$ cat src/hdl/jaos_pkg.sv
// Shared types and constants for the JSON array object splitter
package jaos_pkg;

    localparam int DEPTH_BITS = 8;
    localparam int COUNT_BITS = 16;
    localparam int LIMIT_BITS = 16;
    localparam int CMP_W      = (COUNT_BITS > LIMIT_BITS) ? COUNT_BITS : LIMIT_BITS;

    localparam logic [LIMIT_BITS-1:0] LIMIT_RESET = LIMIT_BITS'(1023);

    localparam logic [7:0] CH_LBRACE  = 8'h7B;
    localparam logic [7:0] CH_RBRACE  = 8'h7D;
    localparam logic [7:0] CH_LBRACK  = 8'h5B;
    localparam logic [7:0] CH_COMMA   = 8'h2C;
    localparam logic [7:0] CH_BSLASH  = 8'h5C;
    localparam logic [7:0] CH_QUOTE   = 8'h22;
    localparam logic [7:0] CH_SPACE   = 8'h20;
    localparam logic [7:0] CH_TAB     = 8'h09;
    localparam logic [7:0] CH_LF      = 8'h0A;
    localparam logic [7:0] CH_CR      = 8'h0D;

    typedef enum logic [1:0] {
        MODE_BETWEEN,
        MODE_OBJECT,
        MODE_DONE
    } mode_t;

    typedef logic [DEPTH_BITS-1:0] depth_t;
    typedef logic [COUNT_BITS-1:0] count_t;
    typedef logic [LIMIT_BITS-1:0] limit_t;
    typedef logic [CMP_W-1:0]      cmp_t;

    typedef struct packed {
        logic [7:0] data_byte;
        logic       byte_valid;
        logic       object_end;
        logic       truncated;
        logic       incomplete;
        logic       array_end;
    } obj_result_t;

    // One parse step: whether a result came out, and its fields
    typedef struct packed {
        logic        has_result;
        obj_result_t result;
    } step_out_t;

endpackage

$ cat src/hdl/jaos_ifs.sv
// Channel interfaces: text input, object output, limit configuration
interface jaos_in_if;
    logic       valid;
    logic       ready;
    logic [7:0] text_byte;
    logic       end_of_text;

    modport source (output valid, output text_byte, output end_of_text, input ready);
    modport sink   (input valid, input text_byte, input end_of_text, output ready);
endinterface

interface jaos_out_if;
    logic       valid;
    logic       ready;
    logic [7:0] data_byte;
    logic       byte_valid;
    logic       object_end;
    logic       truncated;
    logic       incomplete;
    logic       array_end;

    modport source (output valid, output data_byte, output byte_valid, output object_end,
                    output truncated, output incomplete, output array_end, input ready);
    modport sink   (input valid, input data_byte, input byte_valid, input object_end,
                    input truncated, input incomplete, input array_end, output ready);
endinterface

interface jaos_cfg_if;
    logic        valid;
    logic        ready;
    logic [15:0] object_byte_limit;

    modport source (output valid, output object_byte_limit, input ready);
    modport sink   (input valid, input object_byte_limit, output ready);
endinterface

$ cat src/hdl/jaos_core.sv
// Parse state and single-step update for one text byte
module jaos_core
    import jaos_pkg::*;
(
    input  logic       clk,
    input  logic       rst_n,
    input  logic       step,
    input  logic [7:0] text_byte,
    input  logic       end_of_text,
    input  limit_t     limit,
    output step_out_t  step_out
);

    localparam depth_t DEPTH_MAX = '1;
    localparam count_t COUNT_MAX = '1;

    mode_t  mode_reg, mode_next;
    logic   str_reg, str_next;
    logic   esc_reg, esc_next;
    depth_t depth_reg, depth_next;
    count_t count_reg, count_next;
    logic   drop_reg, drop_next;

    logic   obj_go;
    logic   closed;
    logic   passed;

    always_ff @(posedge clk or negedge rst_n)
    begin
        if (!rst_n)
        begin
            mode_reg  <= MODE_BETWEEN;
            str_reg   <= 1'b0;
            esc_reg   <= 1'b0;
            depth_reg <= '0;
            count_reg <= '0;
            drop_reg  <= 1'b0;
        end
        else if (step)
        begin
            mode_reg  <= mode_next;
            str_reg   <= str_next;
            esc_reg   <= esc_next;
            depth_reg <= depth_next;
            count_reg <= count_next;
            drop_reg  <= drop_next;
        end
    end

    always_comb
    begin
        mode_next  = mode_reg;
        str_next   = str_reg;
        esc_next   = esc_reg;
        depth_next = depth_reg;
        count_next = count_reg;
        drop_next  = drop_reg;
        obj_go     = 1'b0;
        closed     = 1'b0;
        passed     = 1'b0;
        step_out   = '0;

        case (mode_reg)
            MODE_DONE:
            begin
                if (end_of_text)
                    mode_next = MODE_BETWEEN;
            end
            MODE_BETWEEN:
            begin
                // object state is already clear here
                if (text_byte inside {CH_SPACE, CH_TAB, CH_LF, CH_CR, CH_LBRACK, CH_COMMA})
                begin
                    mode_next = MODE_BETWEEN;
                end
                else if (text_byte != CH_LBRACE)
                begin
                    step_out.has_result       = 1'b1;
                    step_out.result.array_end = 1'b1;
                    mode_next = end_of_text ? MODE_BETWEEN : MODE_DONE;
                end
                else
                begin
                    obj_go = 1'b1;
                end
            end
            MODE_OBJECT:
            begin
                obj_go = 1'b1;
            end
            default:
            begin
                mode_next = MODE_BETWEEN;
            end
        endcase

        if (obj_go)
        begin
            mode_next = MODE_OBJECT;
            if (esc_reg)
                esc_next = 1'b0;
            else if (str_reg)
            begin
                if (text_byte == CH_BSLASH)
                    esc_next = 1'b1;
                else if (text_byte == CH_QUOTE)
                    str_next = 1'b0;
            end
            else if (text_byte == CH_QUOTE)
                str_next = 1'b1;
            else if (text_byte == CH_LBRACE)
            begin
                if (depth_reg != DEPTH_MAX)
                    depth_next = depth_reg + depth_t'(1);
            end
            else if (text_byte == CH_RBRACE)
            begin
                if (depth_reg <= depth_t'(1))
                begin
                    depth_next = '0;
                    closed     = 1'b1;
                end
                else
                    depth_next = depth_reg - depth_t'(1);
            end

            // limit in effect saturates at the counter's range
            passed = (cmp_t'(count_reg) < cmp_t'(limit)) && (count_reg != COUNT_MAX);
            if (passed)
                count_next = count_reg + count_t'(1);
            else
                drop_next = 1'b1;

            if (closed || end_of_text)
            begin
                step_out.has_result        = 1'b1;
                step_out.result.data_byte  = passed ? text_byte : 8'h00;
                step_out.result.byte_valid = passed;
                step_out.result.object_end = 1'b1;
                step_out.result.truncated  = drop_reg | ~passed;
                step_out.result.incomplete = ~closed;
                mode_next  = MODE_BETWEEN;
                str_next   = 1'b0;
                esc_next   = 1'b0;
                depth_next = '0;
                count_next = '0;
                drop_next  = 1'b0;
            end
            else if (passed)
            begin
                step_out.has_result        = 1'b1;
                step_out.result.data_byte  = text_byte;
                step_out.result.byte_valid = 1'b1;
            end
        end
    end

endmodule

$ cat src/hdl/json_array_object_splitter.sv
// Top level of the JSON array object splitter
// Takes one byte of a JSON array text per transaction and sends out the bytes of each
// top-level object, marking object ends (with truncated and incomplete flags) and the
// end of the array. A byte is taken every cycle unless the output register holds a result
// that the receiver has not yet taken; each byte passes an input register, one pass of
// parse logic, and lands in the output register, where its result is offered. A byte that
// yields no result sends nothing. The per-object byte limit resets to 1023 and should be
// written only while no bytes are in flight.
module json_array_object_splitter
    import jaos_pkg::*;
(
    input  logic        clk,
    input  logic        rst_n,
    jaos_in_if.sink     text_in,
    jaos_out_if.source  obj_out,
    jaos_cfg_if.sink    cfg
);

    logic        in_valid_reg;
    logic [7:0]  in_byte_reg;
    logic        in_eot_reg;
    logic        out_valid_reg, out_valid_next;
    obj_result_t out_data_reg;
    limit_t      limit_reg;
    logic        advance;
    step_out_t   step_out;

    assign advance       = in_valid_reg && (!out_valid_reg || obj_out.ready);
    assign text_in.ready = !in_valid_reg || advance;
    assign cfg.ready     = 1'b1;

    always_ff @(posedge clk or negedge rst_n)
    begin
        if (!rst_n)
            limit_reg <= LIMIT_RESET;
        else if (cfg.valid)
            limit_reg <= cfg.object_byte_limit;
    end

    always_ff @(posedge clk or negedge rst_n)
    begin
        if (!rst_n)
            in_valid_reg <= 1'b0;
        else if (text_in.ready)
            in_valid_reg <= text_in.valid;
    end

    always_ff @(posedge clk)
    begin
        if (text_in.valid && text_in.ready)
        begin
            in_byte_reg <= text_in.text_byte;
            in_eot_reg  <= text_in.end_of_text;
        end
    end

    jaos_core u_core (
        .clk         (clk),
        .rst_n       (rst_n),
        .step        (advance),
        .text_byte   (in_byte_reg),
        .end_of_text (in_eot_reg),
        .limit       (limit_reg),
        .step_out    (step_out)
    );

    always_comb
    begin
        out_valid_next = out_valid_reg;
        if (advance && step_out.has_result)
            out_valid_next = 1'b1;
        else if (obj_out.ready)
            out_valid_next = 1'b0;
    end

    always_ff @(posedge clk or negedge rst_n)
    begin
        if (!rst_n)
            out_valid_reg <= 1'b0;
        else
            out_valid_reg <= out_valid_next;
    end

    // load a new result only when one is produced
    always_ff @(posedge clk)
    begin
        if (advance && step_out.has_result)
            out_data_reg <= step_out.result;
    end

    assign obj_out.valid      = out_valid_reg;
    assign obj_out.data_byte  = out_data_reg.data_byte;
    assign obj_out.byte_valid = out_data_reg.byte_valid;
    assign obj_out.object_end = out_data_reg.object_end;
    assign obj_out.truncated  = out_data_reg.truncated;
    assign obj_out.incomplete = out_data_reg.incomplete;
    assign obj_out.array_end  = out_data_reg.array_end;

endmodule

$ cat src/flat_wrapper.sv
// flat-port wrapper written by rule: the top's interface ports become plain ports
module json_array_object_splitter_flat import jaos_pkg::*;
  (clk, rst_n, text_in_valid, text_in_text_byte, text_in_end_of_text, text_in_ready, obj_out_valid, obj_out_data_byte, obj_out_byte_valid, obj_out_object_end, obj_out_truncated, obj_out_incomplete, obj_out_array_end, obj_out_ready, cfg_valid, cfg_object_byte_limit, cfg_ready);
  jaos_in_if text_in_i ();
  jaos_out_if obj_out_i ();
  jaos_cfg_if cfg_i ();
  input  logic clk;
  input  logic rst_n;
  input wire logic [$bits(text_in_i.valid)-1:0] text_in_valid;
  input wire logic [$bits(text_in_i.text_byte)-1:0] text_in_text_byte;
  input wire logic [$bits(text_in_i.end_of_text)-1:0] text_in_end_of_text;
  output wire logic [$bits(text_in_i.ready)-1:0] text_in_ready;
  output wire logic [$bits(obj_out_i.valid)-1:0] obj_out_valid;
  output wire logic [$bits(obj_out_i.data_byte)-1:0] obj_out_data_byte;
  output wire logic [$bits(obj_out_i.byte_valid)-1:0] obj_out_byte_valid;
  output wire logic [$bits(obj_out_i.object_end)-1:0] obj_out_object_end;
  output wire logic [$bits(obj_out_i.truncated)-1:0] obj_out_truncated;
  output wire logic [$bits(obj_out_i.incomplete)-1:0] obj_out_incomplete;
  output wire logic [$bits(obj_out_i.array_end)-1:0] obj_out_array_end;
  input wire logic [$bits(obj_out_i.ready)-1:0] obj_out_ready;
  input wire logic [$bits(cfg_i.valid)-1:0] cfg_valid;
  input wire logic [$bits(cfg_i.object_byte_limit)-1:0] cfg_object_byte_limit;
  output wire logic [$bits(cfg_i.ready)-1:0] cfg_ready;
  assign text_in_i.valid = text_in_valid;
  assign text_in_i.text_byte = text_in_text_byte;
  assign text_in_i.end_of_text = text_in_end_of_text;
  assign text_in_ready = text_in_i.ready;
  assign obj_out_valid = obj_out_i.valid;
  assign obj_out_data_byte = obj_out_i.data_byte;
  assign obj_out_byte_valid = obj_out_i.byte_valid;
  assign obj_out_object_end = obj_out_i.object_end;
  assign obj_out_truncated = obj_out_i.truncated;
  assign obj_out_incomplete = obj_out_i.incomplete;
  assign obj_out_array_end = obj_out_i.array_end;
  assign obj_out_i.ready = obj_out_ready;
  assign cfg_i.valid = cfg_valid;
  assign cfg_i.object_byte_limit = cfg_object_byte_limit;
  assign cfg_ready = cfg_i.ready;
  json_array_object_splitter u_core (.clk(clk), .rst_n(rst_n), .text_in(text_in_i), .obj_out(obj_out_i), .cfg(cfg_i));
endmodule
$ cat config.mk
export PLATFORM = sky130hd
export DESIGN_NAME = json_array_object_splitter_flat
export DESIGN_NICKNAME = d
export VERILOG_FILES = /design/src/hdl/jaos_pkg.sv /design/src/hdl/jaos_ifs.sv /design/src/hdl/jaos_core.sv /design/src/hdl/json_array_object_splitter.sv /design/src/flat_wrapper.sv
export SDC_FILE = /design/constraint.sdc
export NUM_CORES = 1
export LEC_CHECK = 0
export ABC_AREA = 1
export BUFFER_PORTS_ARGS = -buffer_cell sky130_fd_sc_hd__buf_4
export CORE_MARGIN = 2
export CORE_UTILIZATION = 57
export DETAILED_ROUTE_END_ITERATION = 8
export PLACE_DENSITY = 0.9
export REMOVE_ABC_BUFFERS = 1
export SETUP_SLACK_MARGIN = 0.05
export SLEW_MARGIN = 20
export SYNTH_ARGS = -nofsm -noshare
export SYNTH_HDL_FRONTEND = slang
export SYNTH_SLANG_ARGS = --single-unit
$ cat constraint.sdc
create_clock -name clk -period 5.4 [get_ports clk]
set_clock_uncertainty 0.05 [all_clocks]
set_input_delay 0.54 -clock clk [delete_from_list [all_inputs] [get_ports clk]]
set_output_delay 0.54 -clock clk [all_outputs]
set_load 0.02 [all_outputs]
==> results of run 1 <==
## logic make-up (layout without fill, tap and decap cells)
logic type      Yosys count  in the layout  synth area share
flops                    69             69             0.447
fa+ha+maj                19             19            0.0574
buf+inv                  73            119            0.0768
compound gates           46             46            0.0695
other cells               1              1          0.000906
xor+xnor                 20             20            0.0423
mux                       1              1           0.00272
simple gates            285            285             0.304
## worst max path at each step
stage                                     from                                   endpoint  slack, ps  depth (start not counted)
6_report       u_core.in_byte_reg[2]$_DFFE_PP_  u_core.obj_out.data_byte[3]$_SDFFCE_PN0P_       2350                          7
3_3_place_gp   u_core.in_byte_reg[2]$_DFFE_PP_  u_core.obj_out.data_byte[6]$_SDFFCE_PN0P_       2580                          7
2_1_floorplan  u_core.in_byte_reg[2]$_DFFE_PP_         u_core.obj_out.array_end$_DFFE_PP_       2980                          7
4_1_cts        u_core.in_byte_reg[2]$_DFFE_PP_  u_core.obj_out.data_byte[0]$_SDFFCE_PN0P_       2390                          7
5_1_grt        u_core.in_byte_reg[2]$_DFFE_PP_    u_core.obj_out.incomplete$_SDFFCE_PN0P_       2130                          7
3_5_place_dp   u_core.in_byte_reg[2]$_DFFE_PP_  u_core.obj_out.data_byte[7]$_SDFFCE_PN0P_       2450                          7
## synth_stat cells, drive strengths merged
cell / n
mux2: 1
ha: 19
conb: 1
dfstp: 10
nand4: 8
a21oi: 9
nand3: 51
a31oi: 1
nand2: 142
buf: 9
nor2: 69
nor3: 12
edfxtp: 22
nand3b: 2
o21ai: 33
inv: 59
xnor2: 5
o21a: 1
o211ai: 2
dfrtp: 37
or2: 1
clkbuf: 5
xor2: 15
## layer usage
metal	wire length (um)	vias up	GRT usage
met5	0	-	0
met4	193	0	0.104
met3	477	19	0.0517
met2	4500	123	0.438
met1	3530	1626	0.266
li1	-	1741	-
## cell type report
cell class,count,area [sq um],share of cell area
Multi-Input combinational cell,372,1970,0.420
Timing Repair Buffer,44,330,0.0703
Clock inverter,7,77.6,0.0165
Sequential cell,69,1850,0.394
Clock buffer,9,124,0.0264
Tap cell,99,124,0.0264
Inverter,59,221,0.0471
## layout by cell type (no fill, tap or decap), drive strengths merged, types with 8 or more instances in the layout
cell    count
nor3       12
nand4       8
nor2       69
edfxtp     22
xor2       15
dfrtp      37
ha         19
a21oi       9
nand3      51
dfstp      10
nand2     142
o21ai      33
inv        63
clkbuf      9
buf        44
## stage by stage
step                      setup slack, ps  std cells  power (mW)  area, sq um  hold WS (ps)
after floorplan                      2980        500       0.803         4040           194
after global placement               2580        643       0.906         4500           428
after detailed placement             2450        643       0.918         4500           437
after CTS                            2390        659        1.36         4700           151
after global routing                 2130        659        1.41         4700           186
final                                2350        659        1.35         4700           128
## power groups by stage
stage,Combinational [mW],Clock (mW),Sequential (mW)
floorplan,0.104,0,0.699
finish,0.250,0.440,0.657
global route,0.276,0.469,0.664
CTS,0.252,0.447,0.657
detailed placement,0.252,0,0.667
global placement,0.240,0,0.665
==> flow_metrics.py, run 1 <==
metrics = {
    "final_layout": {
        "drive_gt1_frac": 0.173,
        "diodes": 0,
        "fin_util": 0.658,
        "fillers": 603,
        "nets": 604,
        "areaGrowthSynthToFinish_pct": 13.5,
    },
    "min_path": {
        "min_path_type": "input pin to asynchronous set/reset pin",
    },
    "power": {
        "p_sw_frac": 0.311,
        "power.leakage_nw": 2.27,
        "p_seq_frac": 0.488,
        "vdd_drop_max_v": 0.000275,
        "clockPowerShare": 0.326,
        "power_density_mw_per_mm2": 287,
        "p_comb_frac": 0.186,
        "p_switching_uw": 418,
        "p_int_uw": 928,
    },
    "sta": {
        "hold_viol": 0,
        "fin_crit_sh": 0.565,
        "max_freq_ghz": 0.328,
        "fin_crit_ps": 3050,
        "slew_violations": 0,
        "worstMarginPinSlew_ps": 855,
        "fin_setup_tns_ps": 0,
        "setup_viol": 0,
        "slew_headroom": 0.429,
        "rsz0062_at_grt": "false",
    },
    "cts": {
        "clock_sinks": 69,
        "max-clock-path-buffers": 2,
        "tritoncts": "yes",
        "postCtsHoldBufs": 0,
        "clkTransAtPathRegs_ps": 90,
        "insertion_delay_ps": 360,
        "cts_buffers": 9,
        "cts_resized": 0,
        "cts.htree.levels": 3,
        "cts_root_buffer": "clkbuf_8",
        "post_cts_buffers": 0,
    },
    "worst_setup_path": {
        "crit_type": "flop to flop",
        "cp_cell_sequence": "inv_1 > nand4_1 > nor2_2 > o21ai_2 > nor2_2 > nand2_4 > nand2_1",
        "crit_fanout": 21,
        "cp-end-kind": "flop",
        "critical_path_required_ps": 5350,
        "cpLargestDelayFamily": "simple AND/OR/NAND/NOR gates",
        "reg2reg_depth": 7,
        "start_kind": "flop",
        "reg2reg_to": "u_core.obj_out.data_byte[3]$_SDFFCE_PN0P_",
        "path_buf_inv": 1,
        "arrival_ps": 3000,
        "max_stage_delay_ps": 680,
        "reg2reg_slack_ps": 2350,
        "cpMaxStageDelayCell": "nor2_2",
        "r2r_start": "u_core.in_byte_reg[2]$_DFFE_PP_",
        "cpMostUsedCell": "nor2_2",
    },
    "global_routing": {
        "grt_max_degree": 48,
        "antenna_found_initial": 0,
        "grt_pass1_wl_um": 14800,
        "grt-ovfl-total": 0,
        "grt_use_total": 0.240,
        "first_global_vias": 3556,
    },
    "synth": {
        "syn_avg_cell_area_sq_um": 8.05,
        "synth_seq_cells": 69,
        "yosysTopAreaCell": "dfrtp_1",
        "ys_seq_area_frac": 0.447,
        "yosysWarnings": 0,
        "yosys-top-cells-area": "dfrtp_1 (22%), edfxtp_1 (16%), nand2_1 (12%)",
        "synthCells": 514,
        "synth_top_area_frac": 0.224,
        "yosys.cell_types.count": 35,
        "netlist_area_sq_mm": 0.00414,
    },
    "floorplanning": {
        "core_sq_mm": 0.00714,
        "start_util": 0.580,
        "row_count": 31,
        "die_w_um": 89.2,
        "die_area_sq_mm": 0.00796,
        "dieHeight_um": 89.2,
        "ioPinCount": 46,
    },
    "drt": {
        "drtIter0Drc": 216,
        "vias": 3509,
        "drc": 0,
        "wirelength_um": 8700,
        "first_pass_iters": 5,
        "postRouteAntennaNets": 0,
        "vias_per_cell": 5.32,
        "wl_per_cell_um": 13.2,
    },
    "placement": {
        "port_buffers": 44,
        "place_congestion": 0.962,
        "dp_hpwl_um": 6310,
    },
    "outcome": {
        "outcome": "finished, final reports clean",
    },
    "flow_run": {
        "maxCapViolations": 0,
    },
}
No activity file was read; power rests on OpenSTA's default activity.
==> inputs of run 2 (changes only) <==
ABC_AREA = 0   (was 1)
CORE_UTILIZATION = 53   (was 57)
PLACE_DENSITY = 0.88   (was 0.9)
clock period = 2.6 ns   (was 5.4 ns; I/O delays follow)
==> flow_metrics.py, run 2 <==
metrics = {
    "floorplanning": {
        "ioPinCount": 46,
        "core_sq_mm": 0.00721,
        "start_util": 0.542,
        "dieHeight_um": 89.9,
        "row_count": 31,
        "die_area_sq_mm": 0.00808,
        "die_w_um": 89.9,
    },
    "drt": {
        "wirelength_um": 9400,
        "vias_per_cell": 6.02,
        "wl_per_cell_um": 16.4,
        "drtIter0Drc": 342,
        "vias": 3459,
        "first_pass_iters": 5,
        "postRouteAntennaNets": 0,
        "drc": 0,
    },
    "global_routing": {
        "grt_pass1_wl_um": 15600,
        "grt-ovfl-total": 0,
        "grt_use_total": 0.238,
        "first_global_vias": 3271,
        "antenna_found_initial": 0,
        "grt_max_degree": 48,
    },
    "worst_setup_path": {
        "reg2reg_depth": 10,
        "path_buf_inv": 3,
        "start_kind": "flop",
        "crit_type": "flop to flop",
        "max_stage_delay_ps": 520,
        "crit_fanout": 7,
        "cpMaxStageDelayCell": "dfstp_2",
        "cpLargestDelayFamily": "simple AND/OR/NAND/NOR gates",
        "arrival_ps": 2740,
        "crit_cells": 10,
        "cp_cell_sequence": "inv_1 > ha_4 > o21ai_2 > a21oi_1 > o311ai_2 > nand4_1 > buf_6 > buf_6 > or4_1 > nand3_1",
        "reg2reg_slack_ps": 110,
        "cp-end-kind": "flop",
        "cpMostUsedCell": "buf_6",
        "critical_path_required_ps": 2840,
    },
    "power": {
        "clockPowerShare": 0.297,
        "p_sw_frac": 0.305,
        "power_density_mw_per_mm2": 614,
        "power.leakage_nw": 2.03,
        "p_int_mw": 2.02,
        "power.total_mw": 2.91,
        "p_comb_frac": 0.236,
        "vdd_drop_max_v": 0.000486,
        "p_switching_uw": 887,
        "p_seq_frac": 0.467,
    },
    "min_path": {
        "whs_path_depth": 1,
        "min_path_type": "input pin to flop",
    },
    "sta": {
        "worstMarginPinSlew_ps": 619,
        "rsz0062_at_grt": "false",
        "slew_violations": 0,
        "setup_viol": 0,
        "max_freq_ghz": 0.401,
        "fin_crit_sh": 0.958,
        "fin_crit_ps": 2490,
        "hold_viol": 0,
        "slew_headroom": 0.587,
    },
    "cts": {
        "clock_sinks": 69,
        "max-clock-path-buffers": 2,
        "cts_buffers": 9,
        "cts_root_buffer": "clkbuf_8",
        "insertion_delay_ps": 360,
        "tritoncts": "yes",
        "clkTransAtPathRegs_ps": 80,
        "cts.htree.levels": 3,
    },
    "synth": {
        "netlist_area_sq_mm": 0.00391,
        "yosysTopAreaCell": "dfrtp_1",
        "synthCells": 414,
        "ys_top_cells_by_count": "nand2_1 (47), dfrtp_1 (37), o21ai_0 (34)",
        "synth_top_area_frac": 0.237,
        "yosysWarnings": 0,
        "syn_avg_cell_area_sq_um": 9.44,
        "synth_fa_ha_area_frac": 0.0608,
        "synth_top_family_by_area": "simple AND/OR/NAND/NOR gates",
        "synth_seq_cells": 69,
        "synthFlopType": "dfrtp_1",
        "synth-compound-area-share": 0.177,
        "synth_simple_gate_area_frac": 0.236,
        "yosys.cell_types.count": 62,
        "ys_seq_area_frac": 0.473,
        "postSynth.asyncResetShare": 0.681,
        "yosys-top-cells-area": "dfrtp_1 (24%), edfxtp_1 (17%), dfstp_2 (6.7%)",
        "yosysMostFrequentCell": "nand2_1",
        "synth_xor_xnor_area_share": 0,
        "synth-edff-count": 22,
        "muxShareOfSynthArea": 0.00288,
    },
    "final_layout": {
        "nets": 520,
        "layout_commonest_cell": "buf_4",
        "layout_common_cells": "buf_4 (61), nand2_1 (47), dfrtp_1 (37)",
        "drive_gt1_frac": 0.237,
        "final_area_sq_mm": 0.00474,
        "diodes": 0,
        "areaGrowthSynthToFinish_pct": 21.4,
    },
    "placement": {
        "dp_hpwl_um": 6470,
        "dpl-instance-area_sq_mm": 0.00442,
        "place_congestion": 0.926,
        "port_buffers": 44,
    },
    "outcome": {
        "outcome": "finished, final reports clean",
    },
    "flow_run": {
        "maxCapViolations": 0,
    },
}
==> run 2: final cells by class <==
type / instances / area [sq um]
Inverter: 26 / 97.6
Clock buffer: 13 / 180
Clock inverter: 3 / 16.3
Tap cell: 99 / 124
Fill cell: 587 / 2470
Timing Repair Buffer: 66 / 515
Multi-Input combinational cell: 299 / 1960
Sequential cell: 69 / 1850
==> run 2: final timing paths <==
| kind | to | from |
|---|---|---|
| max | u_core.u_core.count_reg[8]$_DFFE_PN0P_ | u_core.limit_reg[1]$_DFFE_PN1P_ |
| min | u_core.in_byte_reg[7]$_DFFE_PP_ | text_in_text_byte[7] |
| max reg2reg | u_core.u_core.count_reg[8]$_DFFE_PN0P_ | u_core.limit_reg[1]$_DFFE_PN1P_ |
| min reg2reg | u_core.limit_reg[5]$_DFFE_PN1P_ | u_core.limit_reg[5]$_DFFE_PN1P_ |
| max in group asynchronous | u_core.u_core.count_reg[4]$_DFFE_PN0P_ | rst_n |
| min in group asynchronous | u_core.u_core.depth_reg[1]$_DFFE_PN0P_ | rst_n |
==> run 2: logic make-up (layout without fill, tap and decap cells) <==
group                      Yosys count  count (layout)
and+or+nand+nor                    171             171
AOI/OAI and AO/OA                  107             107
DFF                                 69              69
buffers and inverters               46             108
adders and majority gates           19              19
other                                1               1
muxes                                1               1
==> run 2: power groups by stage <==
stage,registers [mW],logic [mW],clock network [mW]
CTS,1.36,0.649,0.863
finish,1.36,0.686,0.865
global placement,1.37,0.612,0
global route,1.38,0.747,0.915
floorplan,1.42,0.287,0
detailed placement,1.37,0.638,0
==> run 2: what timing repair did <==
item                       CTS  global route
setup endpoints to repair   37            33
cloned                       0             1
hold endpoints to repair    37             0
setup buffers                0             1
hold buffers                 1             0
pin swaps                    0             6
resized for setup            5            19
==> run 2: layer usage <==
layer	global-route usage	routed length (um)	vias to the layer above
met5	0	0	-
met4	0.103	220	0
met3	0.0453	585	20
met2	0.371	4380	154
met1	0.330	4220	1634
li1	-	-	1651
==> run 2: stage by stage <==
| step | utilization | hold slack, ps | TNS (ps) | std cells | setup slack (ps) |
|---|---|---|---|---|---|
| 2_1_floorplan | - | -85.6 | -3800 | 394 | -292 |
| 3_3_place_gp | 0.613 | 261 | 0 | 556 | 111 |
| 3_5_place_dp | 0.613 | 262 | -218 | 556 | -37.0 |
| 4_1_cts | 0.644 | 25.8 | 0 | 573 | 102 |
| 5_1_grt | 0.657 | 21.7 | 0 | 575 | 7.12 |
| 6_report | 0.657 | 24.7 | 0 | 575 | 108 |
==> inputs of run 3 (changes only) <==
CAP_MARGIN = 5   (was default)
CELL_PAD_IN_SITES_DETAIL_PLACEMENT = 0   (was default)
CELL_PAD_IN_SITES_GLOBAL_PLACEMENT = 2   (was default)
CORE_UTILIZATION = 33   (was 53)
SLEW_MARGIN = 0   (was 20)
==> flow_metrics.py, run 3 (synthesis gave the netlist of run 2 again) <==
metrics = {
    "final_layout": {
        "multi_input_area_sq_mm": 0.00192,
        "seqCellArea_sq_mm": 0.00185,
        "diodes": 0,
        "nets": 531,
        "areaGrowthSynthToFinish_pct": 27.8,
        "layoutNonFillerInstCount": 630,
        "fillers": 1059,
        "final_area_sq_mm": 0.00499,
        "drive_gt1_frac": 0.248,
        "layout_common_cells": "buf_4 (73), nand2_1 (47), dfrtp_1 (37)",
        "layout_commonest_cell": "buf_4",
    },
    "worst_setup_path": {
        "reg2reg_slack_ps": 190,
        "max_stage_delay_ps": 520,
        "crit_cells": 10,
        "r2r_start": "u_core.limit_reg[9]$_DFFE_PN1P_",
        "critical_path_required_ps": 2810,
        "cpMaxStageDelayCell": "dfstp_2",
        "cp_cell_sequence": "inv_1 > ha_1 > a21oi_2 > o21ai_1 > or3b_4 > nand4_1 > buf_6 > buf_4 > or4_1 > nand3_1",
        "startpoint": "u_core.limit_reg[9]$_DFFE_PN1P_",
        "crit_fanout": 9,
        "crit_type": "flop to flop",
        "reg2reg_depth": 10,
        "start_kind": "flop",
        "cp-end-kind": "flop",
        "cpLargestDelayFamily": "simple AND/OR/NAND/NOR gates",
        "reg2reg_to": "u_core.u_core.count_reg[8]$_DFFE_PN0P_",
        "arrival_ps": 2630,
        "path_buf_inv": 3,
        "setup.worst_path.end": "u_core.u_core.count_reg[8]$_DFFE_PN0P_",
    },
    "sta": {
        "slew_headroom": 0.568,
        "slew_violations": 0,
        "hold_viol": 0,
        "max_freq_ghz": 0.415,
        "setup_viol": 0,
        "worstMarginPinSlew_ps": 632,
        "rsz0062_at_grt": "false",
        "fin_crit_sh": 0.928,
        "holdWs_ps": 53.4,
        "fin_setup_tns_ps": 0,
        "fin_crit_ps": 2410,
    },
    "floorplanning": {
        "die_area_sq_mm": 0.0127,
        "die_w_um": 113,
        "ioPinCount": 46,
        "dieHeight_um": 113,
        "row_count": 39,
        "core_sq_mm": 0.0115,
        "start_util": 0.341,
    },
    "drt": {
        "drc": 0,
        "wl_per_cell_um": 14.8,
        "vias_per_cell": 5.31,
        "wirelength_um": 9300,
        "first_pass_iters": 4,
        "vias": 3348,
        "postRouteAntennaNets": 0,
        "drtIter0Drc": 182,
    },
    "global_routing": {
        "grt_use_total": 0.155,
        "grt-ovfl-total": 0,
        "first_global_vias": 3292,
        "grt_max_degree": 48,
        "grt_pass1_wl_um": 16000,
        "antenna_found_initial": 0,
    },
    "flow_run": {
        "maxCapViolations": 0,
    },
    "power": {
        "vdd_drop_max_v": 0.000473,
        "power.leakage_nw": 2.12,
        "power.total_mw": 3.43,
        "power_density_mw_per_mm2": 687,
    },
    "cts": {
        "clock_sinks": 69,
        "cts.htree.levels": 3,
        "cts_root_buffer": "clkbuf_16",
        "insertion_delay_ps": 330,
        "cts_buffers": 9,
        "max-clock-path-buffers": 2,
        "clkTransAtPathRegs_ps": 60,
        "tritoncts": "yes",
    },
    "placement": {
        "place_congestion": 0.832,
        "port_buffers": 44,
        "dp_cells": 612,
        "dp_hpwl_um": 6790,
        "dpl-instance-area_sq_mm": 0.00457,
    },
    "min_path": {
        "min_path_type": "input pin to flop",
        "hp-start": "text_in_text_byte[0]",
    },
    "outcome": {
        "outcome": "finished, final reports clean",
    },
}
[run 3: cell count changes in the layout (fill, tap and decap cells not counted), moves of 2 or more]
cell        change
clkinvlp_4      +2
nor4_2          +2
o311ai_0        +3
buf_4          +12
a21oi_1         -2
o311ai_2        -2
clkbuf_8       -11
a21oi_2         +3
clkbuf_16       +8
o21ai_1         +2
clkinv_2        -2
bufinv_16       +3
[run 3: where the power goes]
group | switching, mW | internal (mW) | total, mW
Sequential | 0.0887 | 1.27 | 1.36
Combinational | 0.364 | 0.293 | 0.657
Clock | 0.473 | 0.941 | 1.41
[run 3: area by class of cell]
type,count,share of cell area
clock inverters,7,0.0246
flip-flops and latches,69,0.370
multi-input cells,299,0.384
well taps,143,0.0358
repair buffers,77,0.120
inverters,26,0.0195
clock buffers,9,0.0451
[run 3: through the flow]
stage,utilization,worst slack (ps)
global route,0.435,55.8
CTS,0.431,56.6
global placement,0.398,-32.3
finish,0.435,188
detailed placement,0.398,-107
floorplan,-,-292
[run 3: worst min path at each step]
stage,to,slack (ps),depth (start not counted)
after global routing,u_core.in_byte_reg[0]$_DFFE_PP_,40,1
after floorplan,u_core.in_valid_reg$_DFFE_PN0N_,-90,0
after CTS,u_core.in_byte_reg[3]$_DFFE_PP_,40,1
after detailed placement,u_core.limit_reg[14]$_DFFE_PN0P_,280,1
after global placement,u_core.limit_reg[14]$_DFFE_PN0P_,280,1
final,u_core.in_byte_reg[0]$_DFFE_PP_,50,1
[run 3: repair_timing]
action	CTS	global route
endpoints found under the hold margin	37	0
hold buffers	1	0
pin swaps	1	2
endpoints found under the setup margin	33	33
gates resized for setup	2	13
buffers inserted	1	0
[run 3: per-layer routing]
| metal | up-vias | routed length [um] | share of wire | global-route usage |
|---|---|---|---|---|
| li1 | 1672 | - | - | - |
| met1 | 1612 | 4480 | 0.48 | 0.218 |
| met2 | 55 | 4370 | 0.47 | 0.245 |
| met3 | 9 | 340 | 0.037 | 0.0246 |
| met4 | 0 | 110 | 0.012 | 0.0537 |
| met5 | - | 0 | 0 | 0 |
